--- src/sv/deq_pkg.sv ---
// types and constants shared by the double-ended queue core
// no dependencies; compiled before the core
package deq_pkg;

  // queue depth; the occupancy field (CNT_W bits) is wide enough to count up to it
  localparam int DEPTH = 16;
  localparam int IDX_W = $clog2(DEPTH);
  localparam int CNT_W = 5;
  localparam int WORD_W = 32;

  typedef enum logic [1:0] {
    CMD_PUSH_FRONT = 2'd0,
    CMD_PUSH_BACK  = 2'd1,
    CMD_POP_FRONT  = 2'd2,
    CMD_POP_BACK   = 2'd3
  } cmd_t;

  typedef enum logic [1:0] {
    ST_DONE  = 2'd0,
    ST_EMPTY = 2'd1,
    ST_FULL  = 2'd2
  } status_t;

  typedef struct packed {
    cmd_t                      command;
    logic signed [WORD_W-1:0]  push_value;
  } in_word_t;

  typedef struct packed {
    logic signed [WORD_W-1:0]  popped_value;
    status_t                   status;
    logic [CNT_W-1:0]          occupancy;
  } out_word_t;

endpackage

--- src/sv/double_ended_queue_core.sv ---
// bounded double-ended queue core: circular entry memory, head index, count
// depends on deq_pkg for word types, command and status codes
// a word is taken into the pending result registers and the entry memory read register,
// then its result is registered at the output in S_FINISH once the output is free
// a new word is not taken until the result of the last one has been registered at the output
// reset: head and count clear at once, no clearing pass; entry memory is not reset
module double_ended_queue_core
  import deq_pkg::*;
(
  input  logic      clk,
  input  logic      rst,
  input  logic      in_valid,
  output logic      in_stall,
  input  in_word_t  in_data,
  output logic      out_valid,
  input  logic      out_stall,
  output out_word_t out_data
);

  localparam int SUM_W = CNT_W + 1;

  typedef enum logic [1:0] {
    S_IDLE   = 2'b01,
    S_FINISH = 2'b10
  } state_t;

  state_t state;
  state_t state_next;

  logic signed [WORD_W-1:0] mem [DEPTH];
  logic signed [WORD_W-1:0] rd_data;

  logic [IDX_W-1:0] head;
  logic [IDX_W-1:0] head_next;
  logic [CNT_W-1:0] count;
  logic [CNT_W-1:0] count_next;

  // result of the word in flight, waiting for the memory read
  status_t          pend_status;
  logic [CNT_W-1:0] pend_occ;
  logic             pend_pop;

  logic             accept;
  logic             out_free;
  logic             is_push;
  logic             is_empty;
  logic             is_full;
  logic [SUM_W-1:0] sum_back;
  logic [SUM_W-1:0] sum_last;
  logic [IDX_W-1:0] back_pos;
  logic [IDX_W-1:0] last_pos;
  logic [IDX_W-1:0] front_pos;
  logic [IDX_W-1:0] head_inc;
  logic [IDX_W-1:0] wr_addr;
  logic [IDX_W-1:0] rd_addr;
  logic             wr_en;
  status_t          status_next;

  assign in_stall = (state != S_IDLE);
  assign accept   = in_valid && !in_stall;
  assign out_free = !out_valid || !out_stall;

  assign is_push  = (in_data.command == CMD_PUSH_FRONT) || (in_data.command == CMD_PUSH_BACK);
  assign is_empty = (count == '0);
  assign is_full  = (count == CNT_W'(DEPTH));

  // circular positions, sums stay below twice the depth
  assign sum_back = SUM_W'(head) + SUM_W'(count);
  assign sum_last = sum_back - SUM_W'(1);
  assign back_pos = (sum_back >= SUM_W'(DEPTH)) ? IDX_W'(sum_back - SUM_W'(DEPTH))
                                                 : IDX_W'(sum_back);
  assign last_pos = (sum_last >= SUM_W'(DEPTH)) ? IDX_W'(sum_last - SUM_W'(DEPTH))
                                                 : IDX_W'(sum_last);
  assign front_pos = (head == '0) ? IDX_W'(DEPTH - 1) : head - IDX_W'(1);
  assign head_inc  = (head == IDX_W'(DEPTH - 1)) ? '0 : head + IDX_W'(1);

  always_comb begin
    head_next   = head;
    count_next  = count;
    status_next = ST_DONE;
    wr_en       = 1'b0;
    wr_addr     = back_pos;
    rd_addr     = head;
    unique case (in_data.command)
      CMD_PUSH_FRONT: begin
        wr_addr = front_pos;
        if (is_full) begin
          status_next = ST_FULL;
        end else begin
          wr_en      = 1'b1;
          head_next  = front_pos;
          count_next = count + CNT_W'(1);
        end
      end
      CMD_PUSH_BACK: begin
        if (is_full) begin
          status_next = ST_FULL;
        end else begin
          wr_en      = 1'b1;
          count_next = count + CNT_W'(1);
        end
      end
      CMD_POP_FRONT: begin
        if (is_empty) begin
          status_next = ST_EMPTY;
        end else begin
          head_next  = head_inc;
          count_next = count - CNT_W'(1);
        end
      end
      CMD_POP_BACK: begin
        rd_addr = last_pos;
        if (is_empty) begin
          status_next = ST_EMPTY;
        end else begin
          count_next = count - CNT_W'(1);
        end
      end
      default: begin
        status_next = ST_DONE;
      end
    endcase
  end

  always_comb begin
    state_next = state;
    unique case (state)
      S_IDLE:   if (accept) state_next = S_FINISH;
      S_FINISH: if (out_free) state_next = S_IDLE;
      default:  state_next = S_IDLE;
    endcase
  end

  // entry memory, synchronous write and registered read
  always_ff @(posedge clk) begin
    if (accept && wr_en) begin
      mem[wr_addr] <= in_data.push_value;
    end
    if (accept) begin
      rd_data <= mem[rd_addr];
    end
  end

  always_ff @(posedge clk) begin
    if (accept) begin
      pend_status <= status_next;
      pend_occ    <= count_next;
      pend_pop    <= !is_push && !is_empty;
    end
    if (state == S_FINISH && out_free) begin
      out_data.status    <= pend_status;
      out_data.occupancy <= pend_occ;
      if (pend_pop) begin
        out_data.popped_value <= rd_data;
      end else if (pend_status == ST_EMPTY) begin
        out_data.popped_value <= '1;
      end else begin
        out_data.popped_value <= '0;
      end
    end
  end

  always_ff @(posedge clk) begin
    if (rst) begin
      state     <= S_IDLE;
      head      <= '0;
      count     <= '0;
      out_valid <= 1'b0;
    end else begin
      state <= state_next;
      if (accept) begin
        head  <= head_next;
        count <= count_next;
      end
      if (state == S_FINISH && out_free) begin
        out_valid <= 1'b1;
      end else if (!out_stall) begin
        out_valid <= 1'b0;
      end
    end
  end

endmodule

--- config.mk ---
export PLATFORM = sky130hd
export DESIGN_NAME = double_ended_queue_core
export DESIGN_NICKNAME = d
export VERILOG_FILES = /design/src/sv/deq_pkg.sv /design/src/sv/double_ended_queue_core.sv
export SDC_FILE = /design/constraint.sdc
export NUM_CORES = 1
export LEC_CHECK = 0
export ABC_AREA = 1
export BUFFER_PORTS_ARGS = -buffer_cell sky130_fd_sc_hd__buf_2
export CAP_MARGIN = 20
export CORE_UTILIZATION = 45
export DETAILED_ROUTE_END_ITERATION = 10
export PLACE_DENSITY = 0.69
export RECOVER_POWER = 100
export SYNTH_ARGS = -nofsm -noshare
export SYNTH_HDL_FRONTEND = slang
export SYNTH_SLANG_ARGS = --single-unit
--- constraint.sdc ---
create_clock -name clk -period 4.6 [get_ports clk]
set_input_delay 0.92 -clock clk [delete_from_list [all_inputs] [get_ports clk]]
set_output_delay 0.92 -clock clk [all_outputs]
set_load 0.05 [all_outputs]
After elaboration in Yosys (flattened, before gate mapping)

Memories as Yosys holds them, arrays and structs flattened. A register that Yosys moved wholly into a read port is not among the register bits.
Cells that the tools add are included.

Bits in registers: 59
Bits in writable memories: 512
Output and inout bits: 41
Logic and storage cells: 80
Memories: 1

Memory list:

| name | depth | width | rd ports | clocked after memory_dff | write ports | RTL line                      | text |
|---|---|---|---|---|---|---|---|
| mem  | 16    | 32    | 1        | 1                        | 1           | double_ended_queue_core.sv:30 | `logic signed [WORD_W-1:0] mem [DEPTH];` |

Add/subtract/negate cells: 8
Order comparisons: 2
Equal/unequal tests: 14
Muxes and demuxes: 26
Reductions and logical operators: 19

Operators by type and width:

| cell                                                 | number |
|---|---|
| 2-to-1 mux 32 bit                                    | 2 |
| 2-to-1 mux 4 bit                                     | 8 |
| >= comparator 6 x 5 -> 1 bit (second input constant) | 2 |
| subtractor 4 x 1 -> 4 bit (second input constant)    | 3 |
| 2-to-1 mux 5 bit                                     | 2 |
| case mux 5 bit (2 select lines)                      | 1 |
| != test 2 bit (second input constant)                | 4 |
| case mux 2 bit (2 select lines)                      | 2 |
| case mux 4 bit (2 select lines)                      | 1 |
| 2-to-1 mux 1 bit                                     | 7 |
| adder 4 x 5 -> 6 bit                                 | 1 |
| equality test 2 x 1 -> 1 bit (second input constant) | 3 |
| equality test 2 bit (second input constant)          | 3 |
| 2-to-1 mux 2 bit                                     | 3 |
| subtractor 6 x 1 -> 6 bit (second input constant)    | 1 |
| adder 5 x 1 -> 5 bit (second input constant)         | 1 |
| equality test 5 bit (second input constant)          | 1 |
| logical NOT 1 bit                                    | 5 |
| logical NOT 5 bit                                    | 1 |
| subtractor 5 x 1 -> 5 bit (second input constant)    | 1 |
| adder 4 x 1 -> 4 bit (second input constant)         | 1 |
| equality test 4 bit (second input constant)          | 1 |
| logical AND 1 bit                                    | 4 |
| logical NOT 4 bit                                    | 1 |
| 7 further kinds                                      | 10 |

Longest topological paths before layout

Depth in word-level cells: 6
Mapped depth: 14

Worst setup path before layout

Ideal clock, no wire load.

Path kind: input-to-reg
Start: in in_data[33] in the netlist's numbering
End: mem mem[3][0] (enable)
Setup time: 0.421 ns
Arrival time: 3.188 ns
Data required time: 4.179 ns
Slack: 0.991 ns
Stages: 7
Path buffers: 1
Cells stage by stage: buf_4 nor2_2 inv_1 or2_0 o21ai_0 nand3_1 nor2_1

Cells in the longest elaborated chain, start to end: 6
Elaborated cells between the ends (all ways): 8

Ends and longest elaborated chain:

| element                                                                  | RTL line                       | text |
|---|---|---|
| from (decl)                                                              | double_ended_queue_core.sv:14  | `input in_word_t in_data,` |
| equality test 2 x 1 -> 1 bit / logical NOT 2 bit (equally long branches) | double_ended_queue_core.sv:84  | `unique case (in_data.command)` |
| OR reduction 2 bit (no line)                                             | -                              |  |
| 2-to-1 mux 1 bit                                                         | -                              |  |
| logical AND 1 bit                                                        | double_ended_queue_core.sv:136 | `if (accept && wr_en) begin` |
| 2-to-1 mux 1 bit                                                         | double_ended_queue_core.sv:136 |  |
| 2-to-1 mux 1 bit (implied by the code)                                   | double_ended_queue_core.sv:137 | `mem[wr_addr] <= in_data.push_value;` |
| to (decl)                                                                | double_ended_queue_core.sv:30  |  |

Several ways; a longest one is shown, not always the timed one.

Worst setup path after layout

Start: reg count[2]
End: mem mem[13][22] (enable)

Cells in the longest elaborated chain, start to end: 6
Elaborated cells between the ends (all ways): 11

Ends and longest elaborated chain:

| element                                                                      | RTL line                       | text |
|---|---|---|
| from (decl)                                                                  | double_ended_queue_core.sv:35  | `logic [CNT_W-1:0] count;` |
| from (signal assigned)                                                       | double_ended_queue_core.sv:173 | `count <= count_next;` |
| parallel branches: the longest is 6 deep, another holds adder 4 x 5 -> 6 bit | -                              |  |

Parallel ways; which one is timed is not known.

==> results by group <==
Status
  • Status: finished, violations left
  • Violated checks: max-capacitance violations, max-slew violations

Timing
  • F_max: 251.3 MHz
  • Slew Limit Fails: 159
  • Slew @ Worst Pin: 1.946 ns
  • Final min period: 3.979 ns
  • Slew margin rel.: -0.3022
  • Endpoints failing setup: 0
  • Final worst path period share: 0.8649
  • Post-Route Setup TNS: 0 ns
  • Hold Vio Cnt, Final: 0
  • Final setup skew: 0.02424 ns
  • RSZ-0062 raised after global routing: false

Synthesis
  • Synth top area cells: edfxtp_1, nand2_1, inv_1, nand3_1, nand3b_1
  • Post-Syn Nets: 2621
  • Seq/Total Area, Yosys: 0.6743
  • Count of mapped cells out of synthesis: 2574
  • Synth Flop Type: edfxtp_1
  • Async set-or-reset flop fraction in the synthesized netlist: 0
  • Top cell type by total area after synthesis: edfxtp_1
  • Post-synth top area share: 0.6653
  • Yosys warnings: 0
  • Post-synth cell types: 30
  • Synth Register Bits: 603
  • Avg Synthesized Cell Area: 10.36 sq um
  • Post-Syn Area: 26670 sq um
  • EDFF count, synth: 591

Floorplanning
  • CORE AREA: 58140 sq um
  • Die ar.: 60250 sq um
  • I/O pins: 79
  • DIE HEIGHT: 245.5 microns
  • Chip width: 245.5 microns
  • Initial Util: 0.4588
  • Std-Cell Rows: 88

CTS
  • Clk root buf: clkbuf_16
  • CTS tree: done
  • Clock buffer depth: 3
  • Post-CTS resize count: 0
  • Post-CTS setup buffers: 0
  • Worst-path clk slew: 0.05 ns
  • Worst skew pair latency: 0.61 ns
  • CTS Buf Count: 66
  • Sink Count: 603
  • H-tree levels: 3
  • Hold-fix buffer count after cts: 0

Place
  • PortBufs: 78
  • Gpl congestion: 0.8192
  • Post-DP HPWL: 34.65 mm

Setup path
  • Req. time, crit path: 4.82 ns
  • Worst Setup SP: count[2]
  • Largest fanout on the critical path: 16
  • Startpoint Class: flip-flop
  • Critical Path AT: 4.20 ns
  • CP max-delay cell: nor2_1
  • Crit path largest cell delay: 1.10 ns
  • RR Endpoint: mem[13][22]
  • Top Family by Delay on Critical Path: simple AND/OR/NAND/NOR gates
  • CP Buf/Inv Count: 2
  • Most frequent CP cell: nand2_1
  • Critical path endpoint category: flip-flop
  • Levels on crit path: 10
  • Reg-to-reg setup timing slack: 0.62 ns
  • Crit path kind: reg2reg
  • Worst reg2reg startpoint: count[2]
  • Worst path cell trace: ha_1 > or2_2 > nand2_1 > nand2_1 > nand3_1 > o21ai_0 > inv_1 > nand2_1 > nor2_1 > clkbuf_2
  • R2R cell count: 10

Route
  • Final ANT Viol Nets: 0
  • Routed length per placed instance: 18.33 microns
  • Number of vias per cell: 5.131
  • Post-Route WL: 63.17 mm
  • DRC viols: 0
  • DR pass1 iterations: 5
  • Via count: 17690
  • Iteration-0 DRC Markers: 1570

Global routing
  • Gr usage total: 0.2138
  • Overflow after GRT: 0
  • Largest net degree at the start of global routing: 135
  • Initial antenna violation count: 1
  • Vias in the first global route: 17570
  • First-pass GRT wire length: 98.55 mm

Pwr
  • Peak VDD IR: 0.2933 mV
  • Pleak: 12.64 nW
  • Power per cell area: 429.4 nW/um^2

Hold path
  • Hold crit path type: reg2reg
  • Worst Hold Endpoint: out_data[3]
  • Hold_sp: pend_occ[3]
  • Hold depth: 0

Final layout
  • Final Core Density: 0.5113
  • Area grow syn2layout: 11.43%
  • Final nets: 2684
  • # diodes: 0
  • Layout cells sized above 1: 0.05183

Flow run
  • Max_cap viols: 9
==> worst register-to-register path, cell delays in order, from the launching register on <==
cell      delay (ns)
dfxtp_1         0.49
ha_1            0.32
or2_2           0.33
nand2_1         0.10
nand2_1         0.08
nand3_1         0.07
o21ai_0         0.15
inv_1           0.11
nand2_1         0.18
nor2_1          1.10
clkbuf_2        0.65
==> cells in the final DEF, fill, tap and decap left out, types with 12 or more instances in the layout <==
cell type / count
nand2_1: 931
edfxtp_1: 591
inv_1: 419
nand3_1: 278
nand3b_1: 129
clkbuf_1: 107
clkbuf_16: 66
nor2_1: 25
o21ai_0: 12
dfxtp_1: 12
buf_12: 12
==> worst max-delay path by stage <==
stage,end,slack [ns]
after floorplan,mem[3][0],0.99
final,mem[13][22],0.62
after global placement,mem[11][14],1.05
after CTS,rd_data[5],1.08
after detailed placement,mem[11][14],1.05
after global routing,rd_data[19],0.42
==> synth_stat cells (8+ instances only) <==
library cell / n
o21ai_0: 12
dfxtp_1: 12
nor2_1: 31
nand3b_1: 129
buf_6: 15
ha_1: 8
edfxtp_1: 591
nand2_1: 933
buf_4: 11
clkbuf_1: 22
inv_1: 418
nand3_1: 278
buf_2: 73
==> metrics by stage <==
| stage | setup slack (ns) | area, sq um | hold WS (ns) | instances | total power, mW |
|---|---|---|---|---|---|
| 2_1_floorplan | 0.9906 | 26670 | 0.4003 | 2574 | 7.411 |
| 4_1_cts | 1.084 | 29980 | 0.4229 | 3447 | 12.86 |
| 3_3_place_gp | 1.051 | 27970 | 0.4028 | 3334 | 7.857 |
| 6_report | 0.6212 | 29720 | 0.4206 | 3447 | 12.76 |
| 5_1_grt | 0.4248 | 29720 | 0.4301 | 3447 | 13.24 |
| 3_5_place_dp | 1.047 | 27970 | 0.4107 | 3334 | 7.894 |
==> registers in the layout (all words and copies together), names as in the netlist <==
signal and flops:
count 5, head 4, mem 512, out_data 39
out_valid 1, pend_occ 5, pend_pop 1, pend_status 2
rd_data 32, state 2
==> layout make-up <==
type,count,area (sq um)
multi-input combinational,1424,6482
sequential,603,17990
clock inverter,28,287.8
clock buffer,85,1723
fill,5129,28410
timing repair buffer,122,708.2
tap,765,957.2
inverter,420,1577
==> metal layers <==
| metal | up-vias | global-route usage | share of wire |
|---|---|---|---|
| met3 | 138 | 0.03940 | 0.068 |
| met2 | 610 | 0.3594 | 0.48 |
| met5 | - | 0 | 0.00017 |
| li1 | 8423 | - | - |
| met1 | 8515 | 0.2723 | 0.42 |
| met4 | 2 | 0.08677 | 0.032 |
==> power breakdown <==
group	internal (mW)	total, mW	switching [mW]
Combinational	0.418	1.52	1.10
Sequential	6.21	6.25	0.0443
Clock	2.88	4.99	2.11
Total	9.51	12.8	3.26
==> cell families (layout without fill, tap and decap cells) <==
kind of cell / after synthesis / count (layout) / synth area share
AND/OR/NAND/NOR: 1385 / 1385 / 0.2279
adder cells (fa/ha/maj): 9 / 9 / 0.004503
XOR/XNOR: 9 / 9 / 0.002955
AO/OA/AOI/OAI: 21 / 21 / 0.004175
buffers and inverters: 547 / 655 / 0.08617
flip-flops: 603 / 603 / 0.6743
Power figures use the tool's default switching activity.
